`config.mk`:
```
export PLATFORM = sky130hd
export DESIGN_NAME = dpb_depth_scale
export DESIGN_NICKNAME = d
export VERILOG_FILES = /design/src/rtl/dpb_pkg.sv /design/src/rtl/dpb_depth_scale.sv
export SDC_FILE = /design/constraint.sdc
export NUM_CORES = 1
export LEC_CHECK = 0
export ABC_AREA = 1
export BUFFER_PORTS_ARGS = -buffer_cell sky130_fd_sc_hd__buf_2
export CAP_MARGIN = 20
export CELL_PAD_IN_SITES_DETAIL_PLACEMENT = 0
export CELL_PAD_IN_SITES_GLOBAL_PLACEMENT = 1
export CORE_UTILIZATION = 45
export CTS_BUF_LIST = sky130_fd_sc_hd__clkbuf_16
export DETAILED_ROUTE_END_ITERATION = 12
export GPL_TIMING_DRIVEN = 0
export PLACE_DENSITY = 0.8
export SYNTH_ARGS = -nofsm -noshare
export SYNTH_HDL_FRONTEND = slang
export SYNTH_SLANG_ARGS = --single-unit
export TNS_END_PERCENT = 1
```
`constraint.sdc`:
```
create_clock -name clk -period 13.8 [get_ports clk]
set_clock_uncertainty 0.2 [all_clocks]
set_input_delay 2.07 -clock clk [delete_from_list [all_inputs] [get_ports clk]]
set_output_delay 2.07 -clock clk [all_outputs]
set_load 0.02 [all_outputs]
```
`src/rtl/dpb_pkg.sv`:
```
package dpb_pkg;

  localparam int COORD_BITS_DEF = 11;
  localparam int COORD_W        = 11;
  localparam int DEPTH_W        = 16;
  localparam int COLOR_W        = 8;
  localparam int RECIP_W        = 24;
  localparam int CENTER_W       = 15;
  localparam int OUT_W          = 26;
  localparam int ZPROD_W        = DEPTH_W + RECIP_W;
  localparam int NSTAGES        = 7;
  localparam int CFG_IDX_W      = 3;
  localparam int CFG_DATA_W     = 24;

  localparam logic [CFG_IDX_W-1:0] REG_INV_DEPTH_SCALE = 3'd0;
  localparam logic [CFG_IDX_W-1:0] REG_CENTER_X        = 3'd1;
  localparam logic [CFG_IDX_W-1:0] REG_CENTER_Y        = 3'd2;
  localparam logic [CFG_IDX_W-1:0] REG_INV_FOCAL_X     = 3'd3;
  localparam logic [CFG_IDX_W-1:0] REG_INV_FOCAL_Y     = 3'd4;

  localparam logic [RECIP_W-1:0]  RST_INV_DEPTH_SCALE = 24'd16777;
  localparam logic [CENTER_W-1:0] RST_CENTER_X        = 15'd5208;
  localparam logic [CENTER_W-1:0] RST_CENTER_Y        = 15'd4056;
  localparam logic [RECIP_W-1:0]  RST_INV_FOCAL_X     = 24'd32263;
  localparam logic [RECIP_W-1:0]  RST_INV_FOCAL_Y     = 24'd32263;

  typedef struct packed {
    logic [RECIP_W-1:0]  inv_depth_scale;
    logic [CENTER_W-1:0] center_x;
    logic [CENTER_W-1:0] center_y;
    logic [RECIP_W-1:0]  inv_focal_x;
    logic [RECIP_W-1:0]  inv_focal_y;
  } cfg_t;

  typedef struct packed {
    logic [COLOR_W-1:0] red;
    logic [COLOR_W-1:0] green;
    logic [COLOR_W-1:0] blue;
  } color_t;

endpackage

```
`src/rtl/dpb_depth_scale.sv`:
```
module dpb_depth_scale
  import dpb_pkg::*;
(
  input  logic                 clk,
  input  logic [NSTAGES-1:0]   en,
  input  logic [DEPTH_W-1:0]   raw_depth,
  input  logic [RECIP_W-1:0]   inv_depth_scale,
  output logic [OUT_W-1:0]     z_early,
  output logic [OUT_W-1:0]     z_late
);

  logic [ZPROD_W-1:0] zprod;
  logic [OUT_W-1:0]   z_pipe [1:NSTAGES-1];
  logic [OUT_W-1:0]   z_sat;

  always_comb begin
    if (zprod[ZPROD_W-1:OUT_W+8] != '0) begin
      z_sat = '1;
    end else begin
      z_sat = zprod[OUT_W+7:8];
    end
  end

  always_ff @(posedge clk) begin
    if (en[0]) begin
      zprod <= ZPROD_W'(raw_depth) * ZPROD_W'(inv_depth_scale);
    end
    if (en[1]) begin
      z_pipe[1] <= z_sat;
    end
    for (int k = 2; k < NSTAGES; k++) begin
      if (en[k]) begin
        z_pipe[k] <= z_pipe[k-1];
      end
    end
  end

  assign z_early = z_pipe[1];
  assign z_late  = z_pipe[NSTAGES-1];

endmodule

```
==> impl_metrics.ini <==
[yosys]
syn-num-nets = 2496
synthAdderAreaFrac_pct = 39.55
synthMuxAreaShare_pct = 0
synthXorXnorAreaFrac_pct = 1.159
syn_area_mm2 = 0.01889
synthSimpleGateAreaFrac_pct = 13.22
synth_cells = 2034
avgSynthCellArea_um2 = 9.286
synth_compound_area_share_pct = 2.729
yosysTopAreaCell = fa_1
ys_types = 27
yosysWarningCount = 0
synth.area.top_cells = fa_1, edfxtp_1, inv_1
ys_ff_latch = 188
netlist.area_leader.share_pct = 32.33
ys_seq_area_share_pct = 29.89
synth_top_family_by_area = adder cells

[worst_setup_path]
critPathSlowestCell = clkbuf_1
worst_r2r_endpoint = z_pipe[0][44]$_SDFFCE_PP1P_
cp_cell_sequence = clkbuf_1, clkbuf_1, nand2_1, fa_1, inv_1, fa_1, inv_1, fa_1, inv_1, fa_1, fa_1, inv_1, fa_1, inv_1, ha_1, a21oi_1, o21ai_0, a21oi_1, nand2_1, nand2_1, nand3_1, xor2_1
worstSetupPathType = in2reg
cpPeakStageDelay_ns = 0.61
crit_path_start_kind = input port
r2r_slack_ns = 11.69
path_buf_inv = 7
path_delay_family = adder cells
reg2reg_depth = 4
required_ns = 13.78
end_kind = flop
path_common_cell = fa_1
worstPathArrival_ns = 8.29
r2r-start = zprod[37]$_DFFE_PP_
cp_max_fo = 10

[hold_path]
holdPathEnd = z_pipe[3][22]$_DFFE_PP_
hp-start = z_pipe[2][48]$_DFFE_PP_
hold_depth = 0
hold_path.class = reg2reg

[clock_tree]
h-tree-depth = 4
postCtsHoldBufs = 0
cts_tree = yes
clk_pin_slew_ns = 0.08
clock-sinks = 188
cts_root_buf = clkbuf_16
post-cts-setup-buffers = 0
cts_buffers = 17
insertion_delay_ns = 0.43
cts_buffer_depth = 2
cts_resized = 0

[die]
dieArea_mm2 = 0.04280
start_util_pct = 45.95
die_w_um = 206.9
die_y_um = 206.9
num_rows = 74
io_pins = 100
core_area_mm2 = 0.04111

[finish]
nets = 2592
multiInputGateArea_mm2 = 0.01070
area_delta_synth_final_pct = 8.863
regArea_mm2 = 0.005645
nFillCells = 3858
n_antenna_cell = 0
drive_above_1_share_pct = 5.693

[grt]
overflow = 0
grt_util_all_layers_pct = 23.95
antenna_found_initial = 0
grt_util_met2_pct = 39.64
grt_start_max_net_pins = 33
grt_pass1_wl_um = 75890
grt_pass1_vias = 13900
grt_util_met1_pct = 31.71
busiest_layer = met2
grt_util_met3_pct = 4.725

[detailed_routing]
drtAntennaViolNets = 0
viasPerCell = 4.969
num_vias = 13290
drt-wirelength-per-cell_um = 18.06
dr.pass1.iters = 10
drt_iter0_drc = 855
drc = 5
drt-total-wl_um = 48320

[timing]
slew_headroom_pct = 37.03
max_freq_mhz = 120.3
setup_viol = 0
fin_crit_sh_pct = 60.24
tightest_slew_ns = 0.9445
period_minus_slack_ns = 8.313
setup_tns_ns = 0
rsz0062_at_grt = false
slew_violations = 0
hold_viol = 0

[run_status]
outcome = complete, but fails checks
violations = design-rule violations

[placed_design]
gp_congestion = 0.9509
io_buffers = 77
dpl.hpwl_um = 39500

[flow_run]
max-cap-violations = 0
## cell families (layout without fill, tap and decap cells)
group | after synthesis | after routing
flip-flops | 188 | 188
adder cells (fa/ha/maj) | 414 | 414
XOR/XNOR | 25 | 25
AO/OA/AOI/OAI | 94 | 94
buffers and inverters | 673 | 782
AND/OR/NAND/NOR | 640 | 640
## worst max path at each step
stage,startpoint,endpoint,depth (start not counted)
floorplan,inv_depth_scale[21],zprod[35]$_DFFE_PP_,23
global placement,inv_depth_scale[10],zprod[36]$_DFFE_PP_,22
detailed placement,inv_depth_scale[12],zprod[39]$_DFFE_PP_,22
CTS,inv_depth_scale[10],zprod[36]$_DFFE_PP_,22
global route,inv_depth_scale[11],zprod[39]$_DFFE_PP_,24
finish,inv_depth_scale[11],zprod[36]$_DFFE_PP_,22
## cell usage after synthesis
cell type,instances
inv_1,593
nand2_1,531
fa_1,305
edfxtp_1,188
ha_1,109
clkbuf_1,78
nor2_1,58
a21oi_1,50
o21ai_0,26
nand3_1,24
xor2_1,20
nor3_1,11
nand2_2,8
o21a_1,6
a21o_1,5
xnor2_1,5
a21boi_0,3
a31oi_1,2
buf_6,2
nand4_1,2
nor4_1,2
and3_1,1
nor2_2,1
nor3_4,1
o21ai_2,1
o311ai_0,1
or4_1,1
## area by class of cell
class | instances | area share [%]
clock inverter | 15 | 0.9614
clock buffer | 17 | 2.069
buffer | 80 | 1.533
sequential | 188 | 27.46
timing repair buffer | 77 | 1.874
tap | 532 | 3.237
multi-input combinational | 1173 | 52.04
inverter | 593 | 10.83
## per-stage QoR
stage | hold slack, ns | cell area [um2] | cells | worst slack [ns] | utilization, %
global route | 0.2273 | 20560 | 2675 | 5.309 | 50.02
finish | 0.2183 | 20560 | 2675 | 5.487 | 50.02
detailed placement | 0.2045 | 19940 | 2643 | 5.212 | 48.50
floorplan | 0.2003 | 18890 | 2034 | 6.336 | -
global placement | 0.2004 | 19940 | 2643 | 5.207 | 48.50
CTS | 0.2131 | 20560 | 2675 | 5.648 | 50.02
## state kept, by name, summed over array words and instances, names as in the netlist
register  cells
zprod        32
z_pipe      156
## layout by cell type, fill, tap and decap left out, drive strengths merged
cell type,instances
nor2,59
edfxtp,188
xor2,20
ha,109
nor3,12
clkbuf,95
o311ai,1
nand4,2
a21oi,50
fa,305
o21ai,27
inv,597
a31oi,2
nand3,24
clkinv,11
buf,79
a21o,5
o21a,6
or4,1
xnor2,5
and3,1
nand2,539
nor4,2
a21boi,3
## routing by layer
metal  vias to the layer above  routed length [um]
li1                       6113                   -
met1                      6623               19750
met2                       480               22980
met3                        75                4035
met4                         0                1556
met5                         -                   0
Power is left out: the tool's default activity adds up to more than one toggle a clock period on the data nets, which glitch-free logic cannot reach.
