`src/rtl/dpb_pkg.sv`:
```
package dpb_pkg;

  localparam int COORD_BITS_DEF = 11;
  localparam int COORD_W        = 11;
  localparam int DEPTH_W        = 16;
  localparam int COLOR_W        = 8;
  localparam int RECIP_W        = 24;
  localparam int CENTER_W       = 15;
  localparam int OUT_W          = 26;
  localparam int ZPROD_W        = DEPTH_W + RECIP_W;
  localparam int NSTAGES        = 7;
  localparam int CFG_IDX_W      = 3;
  localparam int CFG_DATA_W     = 24;

  localparam logic [CFG_IDX_W-1:0] REG_INV_DEPTH_SCALE = 3'd0;
  localparam logic [CFG_IDX_W-1:0] REG_CENTER_X        = 3'd1;
  localparam logic [CFG_IDX_W-1:0] REG_CENTER_Y        = 3'd2;
  localparam logic [CFG_IDX_W-1:0] REG_INV_FOCAL_X     = 3'd3;
  localparam logic [CFG_IDX_W-1:0] REG_INV_FOCAL_Y     = 3'd4;

  localparam logic [RECIP_W-1:0]  RST_INV_DEPTH_SCALE = 24'd16777;
  localparam logic [CENTER_W-1:0] RST_CENTER_X        = 15'd5208;
  localparam logic [CENTER_W-1:0] RST_CENTER_Y        = 15'd4056;
  localparam logic [RECIP_W-1:0]  RST_INV_FOCAL_X     = 24'd32263;
  localparam logic [RECIP_W-1:0]  RST_INV_FOCAL_Y     = 24'd32263;

  typedef struct packed {
    logic [RECIP_W-1:0]  inv_depth_scale;
    logic [CENTER_W-1:0] center_x;
    logic [CENTER_W-1:0] center_y;
    logic [RECIP_W-1:0]  inv_focal_x;
    logic [RECIP_W-1:0]  inv_focal_y;
  } cfg_t;

  typedef struct packed {
    logic [COLOR_W-1:0] red;
    logic [COLOR_W-1:0] green;
    logic [COLOR_W-1:0] blue;
  } color_t;

endpackage

```
`src/rtl/dpb_cfg_regs.sv`:
```
module dpb_cfg_regs
  import dpb_pkg::*;
(
  input  logic                  clk,
  input  logic                  rst,
  input  logic                  wr_en,
  input  logic [CFG_IDX_W-1:0]  wr_index,
  input  logic [CFG_DATA_W-1:0] wr_data,
  output cfg_t                  cfg
);

  always_ff @(posedge clk) begin
    if (rst) begin
      cfg.inv_depth_scale <= RST_INV_DEPTH_SCALE;
      cfg.center_x        <= RST_CENTER_X;
      cfg.center_y        <= RST_CENTER_Y;
      cfg.inv_focal_x     <= RST_INV_FOCAL_X;
      cfg.inv_focal_y     <= RST_INV_FOCAL_Y;
    end else if (wr_en) begin
      unique case (wr_index)
        REG_INV_DEPTH_SCALE: cfg.inv_depth_scale <= wr_data[RECIP_W-1:0];
        REG_CENTER_X:        cfg.center_x        <= wr_data[CENTER_W-1:0];
        REG_CENTER_Y:        cfg.center_y        <= wr_data[CENTER_W-1:0];
        REG_INV_FOCAL_X:     cfg.inv_focal_x     <= wr_data[RECIP_W-1:0];
        REG_INV_FOCAL_Y:     cfg.inv_focal_y     <= wr_data[RECIP_W-1:0];
        default: begin
        end
      endcase
    end
  end

endmodule

```
`config.mk`:
```
export PLATFORM = sky130hd
export DESIGN_NAME = dpb_cfg_regs
export DESIGN_NICKNAME = d
export VERILOG_FILES = /design/src/rtl/dpb_pkg.sv /design/src/rtl/dpb_cfg_regs.sv
export SDC_FILE = /design/constraint.sdc
export NUM_CORES = 1
export LEC_CHECK = 0
export ABC_AREA = 1
export BUFFER_PORTS_ARGS = -buffer_cell sky130_fd_sc_hd__buf_2
export CORE_UTILIZATION = 35
export DETAILED_ROUTE_END_ITERATION = 10
export GPL_ROUTABILITY_DRIVEN = 0
export PLACE_DENSITY_LB_ADDON = 0.05
export SYNTH_ARGS = -nofsm -noshare
export SYNTH_HDL_FRONTEND = slang
export SYNTH_SLANG_ARGS = --single-unit
```
`constraint.sdc`:
```
create_clock -name clk -period 1.3 [get_ports clk]
set_input_delay 0.065 -clock clk [delete_from_list [all_inputs] [get_ports clk]]
set_output_delay 0.065 -clock clk [all_outputs]
set_load 0.1 [all_outputs]
```
==> results summary <==
The endpoint class of the critical path is an output port. The final non-filler cell area is ~5200 um2. The post-synthesis sequential element count is 102. The routed design could run at a clock period as short as about 1.2 ns. The via count of the first global-routing pass was 3562. The number of H-tree levels came out at 3. The number of buffer and inverter instances along the worst setup path is 1. Summing over every cut layer, the via total after detailed routing is 3833. The CTS buffer count is 9. The net count reported at finish is 716. By area the synthesized netlist is led by sky130_fd_sc_hd__dfxtp_1 (50%), sky130_fd_sc_hd__nand2_1 (13%), sky130_fd_sc_hd__nand3_1 (13%). The initial antenna violation count was 0.

The share of final-layout standard cells stronger than drive strength 1 came out at 25.76%. The worst setup path is of the reg2out kind. The tightest min-delay check is of the in2reg type. The sum of net half-perimeters after detailed placement is 8279 um. The floorplan step defined a core boundary enclosing 11370 um2. The via count normalized by instance count came out at approximately 4.6.

The synthesized netlist occupies a cell area of 4070 um2. The leftover overflow at the end of global routing is 0. The total count of hold-check failures in the final report came out at 0. The register area share after synthesis is 50.17%. The clock passes through at most 2 buffers. The starting utilization of the core area came out at 35.80%.

The library cells used most frequently in the layout, excluding fill and tap cells, are sky130_fd_sc_hd__nand2_1 (144), sky130_fd_sc_hd__nor2_1 (132), sky130_fd_sc_hd__buf_2 (131). The number of top-level design ports came out at 132. The synthesized area divided by synthesized cell count is ~7.3 um2.

The final-layout worst hold slack is 0.01381 ns. The final-report max-slew violation count came out at 0. The worst setup path is launched from a flop. In this run the worst setup path begins at cfg[8].

The synthesized netlist net count came out at 585. The relative max-transition margin came out at 58.06%. Setup repair after global routing left no endpoint under its margin. The clock latency reported for the late side of the worst-skew pair came out at roughly 0.34 ns.

Buffers added to address setup during post-CTS repair amount to 0. The floorplan step set the die height to 109.8 um. The ratio of final minimum period to clock period is ~93%. The signal on the critical path passes through buf_2.

The TritonCTS clock tree is built. The signal arrival time at the worst endpoint came out at approximately 1.1 ns. The number of iterations in the first detailed-routing pass is 4. In this run the static leakage power is 2.592 nW.

The total inserted antenna cells is 0. The startpoint of the lowest-slack hold path is wr_data[11]. Counting flops with a built-in enable in the synthesized netlist gives 0. The maximum fanout along the worst path is 2. The kind of cell with the highest combined delay along the critical path is buffers and inverters.

The first-pass GRT wire length is 18490 um. The post-detailed-route count of antenna-violating nets is 0. The final total negative setup slack is 0 ns. The flip-flop count of the largest register, all copies and words added came out at a little over 100. The share of synthesized flip-flops with an asynchronous set or reset came out at 0%. The total length of routed wires came out at 11770 um. Input and output buffers added on the ports amount to 131. The area growth from synthesis to layout is 27.82%. The total power consumption of the routed design is between 7 and 8 mW. The number of max-cap violations came out at 0.

The number of placement rows is 39. cfg holds more flip-flops than any other register. The worst setup skew after layout came out at 0 ns. The final design utilization came out at between 40% and 50%. The largest single stage delay on the critical path is 0.44 ns.

The largest registers in the layout are cfg: 102 flops. The combined global-route utilization of all metal layers is about a fifth. In this run the clock root is driven by a sky130_fd_sc_hd__clkbuf_16.

The DRC violation count after routing is 0. The die boundary width came out at ~110 um. Leaving out fill and tap cells, the most frequent cell in the layout is sky130_fd_sc_hd__nand2_1. Among all stages on the critical path, the largest delay is contributed by sky130_fd_sc_hd__buf_2. For the pin with the worst max-slew slack, the measured transition is roughly 0.63 ns. The pin count of the biggest net entering global routing is 61. The number of cells produced by synthesis came out at 555. The total of warnings raised by yosys is 0. The library cell with the largest summed area after synthesis is sky130_fd_sc_hd__dfxtp_1. The clock transition at the registers of the reported paths is approximately 0.070 ns. In this run the critical register-to-register path is launched from cfg[22]. Among all flip-flop cells after synthesis, the most frequent one is sky130_fd_sc_hd__dfxtp_1. The proportion of netlist area held by the largest area contributor is 50.17%. The run finished with clean final reports. The cell area power density came out at 1447 nW/um2. The placed cell area is 4821 um2. The number of distinct library cells after synthesis came out at 16. The required time at the worst-slack endpoint came out at between 1 and 1.5 ns. The floorplan die area came out at 12060 um2. The worst voltage drop across the vdd grid is 0.0006644 V. Clock tree synthesis found a total of just over 100 sinks. The final count of negative-setup-slack endpoints is 0. For this block, the initial DRC count from the detailed router was approximately 150. The average wire length per cell after detail routing is between 10 and 15 um. Based on the critical path, the design can be clocked at up to 826.7 MHz.
-- through the flow --
step | std cells | setup slack [ns]
2_1_floorplan | 555 | 0.05731
3_3_place_gp | 810 | 0.1077
3_5_place_dp | 810 | 0.08219
4_1_cts | 834 | 0.06648
5_1_grt | 834 | 0.04186
6_report | 834 | 0.09038
-- layer usage --
metal | part of all wire (%) | global-route usage, % | up-vias
li1 | - | - | 1991
met1 | 47 | 26.79 | 1744
met2 | 47 | 32.37 | 94
met3 | 5.5 | 5.216 | 4
met4 | 0.48 | 5.714 | 0
met5 | 0 | 0 | -
-- path summary, 6_finish.rpt --
check | cells after the start | to | slack, ns
worst min-delay path | 3 | cfg[11] | 0.01
worst min register to register | 2 | cfg[35] | 0.46
worst max register to register | 2 | cfg[22] | 0.70
worst max-delay path | 1 | cfg[8] | 0.09
-- cell usage after synthesis (3+ instances only) --
master                       n
sky130_fd_sc_hd__nand3_1   102
sky130_fd_sc_hd__buf_2       9
sky130_fd_sc_hd__nor2_4      5
sky130_fd_sc_hd__buf_6      13
sky130_fd_sc_hd__nand2_1   144
sky130_fd_sc_hd__clkbuf_1    5
sky130_fd_sc_hd__nand2_2     3
sky130_fd_sc_hd__dfxtp_1   102
sky130_fd_sc_hd__inv_2       6
sky130_fd_sc_hd__nor2_2      3
sky130_fd_sc_hd__inv_1      25
sky130_fd_sc_hd__nor2_1    132
-- area by class of cell --
class                           count  area (um2)
Inverter                           31       116.4
Tap cell                          143       178.9
Sequential cell                   102        2042
Multi-Input combinational cell    392        1683
Timing Repair Buffer              150       880.8
Fill cell                        1231        6167
Clock buffer                       11       242.7
Clock inverter                      5       58.81
-- kinds of logic (layout without fill, tap and decap cells) --
logic type    Yosys count  count (layout)  synth area share, %
buf+inv                61             197                8.484
flops                 102             102                50.17
simple gates          392             392                41.35
-- where the power goes --
| part | switching, mW | internal [mW] | total (mW) |
|---|---|---|---|
| clock | 1.19 | 1.55 | 2.74 |
| sequential | 0.0579 | 3.23 | 3.29 |
| combinational | 1.22 | 0.281 | 1.50 |
| total | 2.46 | 5.06 | 7.53 |
-- repair_timing --
item	in CTS	in global routing
hold buffers	8	0
resized for setup	0	0
hold endpoints to repair	17	0
-- tightest hold or removal path, cell delays in order --
cell	delay, ns
sky130_fd_sc_hd__buf_2	0.14
sky130_fd_sc_hd__nand2_1	0.07
sky130_fd_sc_hd__nand3_1	0.06
Power figures use the tool's default switching activity.
