`config.mk`:
```
export PLATFORM = sky130hd
export DESIGN_NAME = dpb_lateral
export DESIGN_NICKNAME = d
export VERILOG_FILES = /design/src/rtl/dpb_pkg.sv /design/src/rtl/dpb_lateral.sv
export SDC_FILE = /design/constraint.sdc
export NUM_CORES = 2
export LEC_CHECK = 0
export BUFFER_PORTS_ARGS = -buffer_cell sky130_fd_sc_hd__clkbuf_2
export CORE_AREA = 4 4 430 432
export DETAILED_ROUTE_END_ITERATION = 8
export DIE_AREA = 0 0 434 436
export PLACE_DENSITY = 0.49
export SLEW_MARGIN = 20
export SYNTH_ARGS = -nofsm -noshare
export SYNTH_HDL_FRONTEND = slang
export SYNTH_SLANG_ARGS = --single-unit
```
`constraint.sdc`:
```
create_clock -name clk -period 11.15 [get_ports clk]
set_input_delay 2.23 -clock clk [delete_from_list [all_inputs] [get_ports clk]]
set_output_delay 2.23 -clock clk [all_outputs]
set_load 0.02 [all_outputs]
```
`src/rtl/dpb_pkg.sv`:
```
package dpb_pkg;

  localparam int COORD_BITS_DEF = 11;
  localparam int COORD_W        = 11;
  localparam int DEPTH_W        = 16;
  localparam int COLOR_W        = 8;
  localparam int RECIP_W        = 24;
  localparam int CENTER_W       = 15;
  localparam int OUT_W          = 26;
  localparam int ZPROD_W        = DEPTH_W + RECIP_W;
  localparam int NSTAGES        = 7;
  localparam int CFG_IDX_W      = 3;
  localparam int CFG_DATA_W     = 24;

  localparam logic [CFG_IDX_W-1:0] REG_INV_DEPTH_SCALE = 3'd0;
  localparam logic [CFG_IDX_W-1:0] REG_CENTER_X        = 3'd1;
  localparam logic [CFG_IDX_W-1:0] REG_CENTER_Y        = 3'd2;
  localparam logic [CFG_IDX_W-1:0] REG_INV_FOCAL_X     = 3'd3;
  localparam logic [CFG_IDX_W-1:0] REG_INV_FOCAL_Y     = 3'd4;

  localparam logic [RECIP_W-1:0]  RST_INV_DEPTH_SCALE = 24'd16777;
  localparam logic [CENTER_W-1:0] RST_CENTER_X        = 15'd5208;
  localparam logic [CENTER_W-1:0] RST_CENTER_Y        = 15'd4056;
  localparam logic [RECIP_W-1:0]  RST_INV_FOCAL_X     = 24'd32263;
  localparam logic [RECIP_W-1:0]  RST_INV_FOCAL_Y     = 24'd32263;

  typedef struct packed {
    logic [RECIP_W-1:0]  inv_depth_scale;
    logic [CENTER_W-1:0] center_x;
    logic [CENTER_W-1:0] center_y;
    logic [RECIP_W-1:0]  inv_focal_x;
    logic [RECIP_W-1:0]  inv_focal_y;
  } cfg_t;

  typedef struct packed {
    logic [COLOR_W-1:0] red;
    logic [COLOR_W-1:0] green;
    logic [COLOR_W-1:0] blue;
  } color_t;

endpackage

```
`src/rtl/dpb_lateral.sv`:
```
module dpb_lateral
  import dpb_pkg::*;
#(
  parameter int COORD_BITS = COORD_BITS_DEF
) (
  input  logic                    clk,
  input  logic [NSTAGES-1:0]      en,
  input  logic [COORD_W-1:0]      pos,
  input  logic [CENTER_W-1:0]     center,
  input  logic [RECIP_W-1:0]      recip,
  input  logic [OUT_W-1:0]        z,
  output logic signed [OUT_W-1:0] coord
);

  localparam int DW   = (COORD_BITS + 4 > CENTER_W) ? COORD_BITS + 4 : CENTER_W;
  localparam int PW   = DW + OUT_W;
  localparam int TW   = PW - 4;
  localparam int LW   = 20;
  localparam int HW   = TW - LW;
  localparam int FW   = TW + RECIP_W;
  localparam int QW   = TW + 1;
  localparam logic [QW-1:0] NEG_LIM = QW'(1) << (OUT_W - 1);
  localparam logic [QW-1:0] POS_LIM = NEG_LIM - QW'(1);

  logic [COORD_BITS-1:0]    pos_c;
  logic [DW-1:0]            p4;
  logic [DW-1:0]            cext;
  logic                     neg_pipe [0:NSTAGES-2];
  logic [DW-1:0]            dmag0;
  logic [DW-1:0]            dmag1;
  logic [PW-1:0]            prod2;
  logic [TW-1:0]            tmag3;
  logic [LW+RECIP_W-1:0]    pl4;
  logic [HW+RECIP_W-1:0]    ph4;
  logic [FW-1:0]            full;
  logic [TW-1:0]            qbase5;
  logic                     sticky5;
  logic [QW-1:0]            qmag;
  logic [OUT_W-1:0]         coord_next;

  assign pos_c = COORD_BITS'(pos);
  assign p4    = DW'({pos_c, 4'b0000});
  assign cext  = DW'(center);
  assign full  = {ph4, {LW{1'b0}}} + FW'(pl4);
  assign qmag  = QW'(qbase5) + QW'(neg_pipe[NSTAGES-2] && sticky5);

  always_comb begin
    if (neg_pipe[NSTAGES-2]) begin
      if (qmag > NEG_LIM) begin
        coord_next = OUT_W'(NEG_LIM);
      end else begin
        coord_next = OUT_W'(~qmag + QW'(1));
      end
    end else if (qmag > POS_LIM) begin
      coord_next = OUT_W'(POS_LIM);
    end else begin
      coord_next = OUT_W'(qmag);
    end
  end

  always_ff @(posedge clk) begin
    if (en[0]) begin
      neg_pipe[0] <= p4 < cext;
      dmag0       <= (p4 < cext) ? cext - p4 : p4 - cext;
    end
    for (int k = 1; k < NSTAGES - 1; k++) begin
      if (en[k]) begin
        neg_pipe[k] <= neg_pipe[k-1];
      end
    end
    if (en[1]) begin
      dmag1 <= dmag0;
    end
    if (en[2]) begin
      prod2 <= PW'(dmag1) * PW'(z);
    end
    if (en[3]) begin
      tmag3 <= prod2[PW-1:4] + TW'(neg_pipe[2] && (prod2[3:0] != 4'b0000));
    end
    if (en[4]) begin
      pl4 <= (LW+RECIP_W)'(tmag3[LW-1:0]) * (LW+RECIP_W)'(recip);
      ph4 <= (HW+RECIP_W)'(tmag3[TW-1:LW]) * (HW+RECIP_W)'(recip);
    end
    if (en[5]) begin
      qbase5  <= full[FW-1:RECIP_W];
      sticky5 <= full[RECIP_W-1:0] != '0;
    end
    if (en[6]) begin
      coord <= coord_next;
    end
  end

endmodule

```
==> impl_metrics.ini <==
[run_status]
status = complete, no violations

[sta]
slew_viol_final = 0
hold_viol = 0
worst_slack_ns = 2.04
tightest_slew_ns = 1.07
tns_ns = 0
setup_viol = 0
period_share = 0.817
skew_ns = 0.0506
fmaxAchievable_ghz = 0.110
final.min_clock_period_ns = 9.11
slew-limit-headroom = 0.285
grt_setup_unrepaired = false

[logic_synthesis]
syn_area_um2 = 54000
synth_top_area_share = 0.383
synth_ff_type = edfxtp_1
synth_fp_nets = 7329
yosysSeqAreaShare = 0.146
synth_largest_area_cell = fa_1
synth.distinct_cells = 84
synth_common_cells = inv_1 (1209), fa_1 (1033), nand2_1 (868)
avgSynthCellArea_um2 = 9.34
yosysWarnings = 0
synth.area.top_cells = fa_1 (38%), edfxtp_1 (15%), ha_1 (9.9%)
yosysMostFrequentCell = inv_1
synth_cells = 5786
async_flop_share = 0
ys_seq_elements = 263
synth-edff-count = 263

[setup_path]
critPathKind = in2reg
worstPathRequired_ns = 11.48
crit_buf_inv = 6
cp-end-kind = register
arrival_ns = 9.44
cp_slowest_cell = clkbuf_2
critical-path-top-delay-family = adder cells
crit_fanout = 37
path_cells = clkbuf_2 > nand2_1 > fa_1 > inv_1 > fa_1 > inv_1 > fa_1 > inv_1 > fa_1 > fa_1 > fa_1 > inv_1 > fa_1 > inv_1 > ha_1 > a21oi_1 > o21ai_0 > a21boi_0 > o21bai_1 > a221oi_1 > o21ai_0 > a311oi_1 > or4_1 > nand3_1
cpMostUsedCell = fa_1
cp-start-kind = primary input
cpPeakStageDelay_ns = 0.77

[global_route]
met1_usage = 0.201
antenna_found_initial = 5
use_met2 = 0.261
grt_pass1_vias = 41600
grtUsageMet3 = 0.0180
gr-max-usage-layer = met2
grt_max_degree = 69
gr-usage-all-layers = 0.152
grt_pass1_wl_um = 230000
overflow = 0

[die]
io-pin-count = 110
die_h_um = 436
initial_utilization = 0.299
die-width_um = 434
placementRows = 156
fp.dieArea_um2 = 189000
core_um2 = 181000

[final_layout]
areaGrowthSynthToFinish_pct = 7.48
drive_above_1_share = 0.0453
nets = 7261
finalNonFillerCells = 8111

[placement]
gp_congestion = 0.823
place_ws_ns = 1.50
portBuffers = 109
dp_hpwl_um = 112000
placed_cells = 8052

[detailed_routing]
drc = 0
first_pass_iters = 7
via_count = 38000
drt_wl_total_um = 140000
routedWlPerCell_um = 17.3
drtIter0Drc = 1944
vias_per_cell = 4.69
ant_nets = 0

[cts]
ctsResizeCount = 0
clk_latency_ns = 0.61
max-clock-path-buffers = 3
clk_pin_slew_worst_paths_ns = 0.06
h-tree-depth = 2
holdBufCountCts = 0
post_cts_buffers = 0
cts.sinks = 263
numCtsBuffers = 34
tritoncts = yes
root_buffer = clkbuf_16

[worst_hold_path]
holdCritPathClass = reg2reg

[flow_run]
maxCapViolCount = 0
==> cell usage in the layout (no fill, tap or decap), types with 62 or more instances in the layout <==
master and n:
a21o_1 79, clkbuf_2 108, o21ai_0 91, ha_1 426
fa_1 1033, edfxtp_1 263, xnor2_1 159, inv_1 1209
buf_4 62, xor2_1 62, and2_1 545, nand2_1 868
a21oi_1 149, nor2_1 103
==> worst reg2reg max path, stage by stage (launching register included) <==
cell and delay, ns:
edfxtp_1 1.02, nand2_1 0.19, fa_1 0.56, fa_1 0.52, fa_1 0.52, inv_1 0.07
fa_1 0.57, fa_1 0.43, fa_1 0.49, inv_1 0.05, fa_1 0.47, inv_1 0.04
ha_1 0.33, a21o_1 0.20, a21oi_1 0.27, a21boi_0 0.24, o21bai_1 0.08, a221oi_1 0.46
o21ai_0 0.26, a311oi_1 0.49, or4_1 0.17, nand3_1 0.07
==> metal layers <==
metal	wire, µm	vias up
met5	0	-
li1	-	17600
met2	67800	764
met1	62500	19500
met4	4370	0
met3	5390	162
==> sequential cells by signal, indices dropped and copies added, names as in the netlist <==
signal,count
pl4,44
ph4,41
prod2,41
qbase5,37
tmag3,37
coord,26
dmag0,15
dmag1,15
neg_pipe,6
sticky5,1
==> through the flow <==
stage | cell area (µm²) | util | hold slack (ns)
2_1_floorplan | 54000 | - | 0.400
6_report | 58100 | 0.322 | 0.416
5_1_grt | 58100 | 0.322 | 0.424
3_5_place_dp | 57000 | 0.316 | 0.405
4_1_cts | 58100 | 0.322 | 0.419
3_3_place_gp | 56900 | 0.315 | 0.404
==> logic make-up after synthesis <==
kind of cell / share of synthesized area
buf+inv: 0.104
flops: 0.146
fa+ha+maj: 0.481
mux: 0.00153
xor+xnor: 0.0358
compound gates: 0.0669
simple gates: 0.164
==> final cells by class <==
class / instances / area [µm²]
clock inverters: 18 / 211
clock buffers: 39 / 870
flip-flops and latches: 263 / 7900
repair buffers: 172 / 1050
fillers: 18800 / 122000
diodes: 2 / 5.00
inverters: 1209 / 4540
well taps: 2370 / 2970
multi-input cells: 4038 / 40500
==> final timing paths <==
path,startpoint,to,slack (ns),depth (start not counted)
worst min register to register,dmag0[7],dmag1[7],0.42,0
worst max-delay path,recip[5],pl4[41],2.04,24
worst max register to register,tmag3[5],pl4[41],3.36,21
worst min-delay path,dmag0[7],dmag1[7],0.42,0
Power is not shown: default switching activity piles up to over one toggle a cycle in this logic, so the estimate is an artifact.
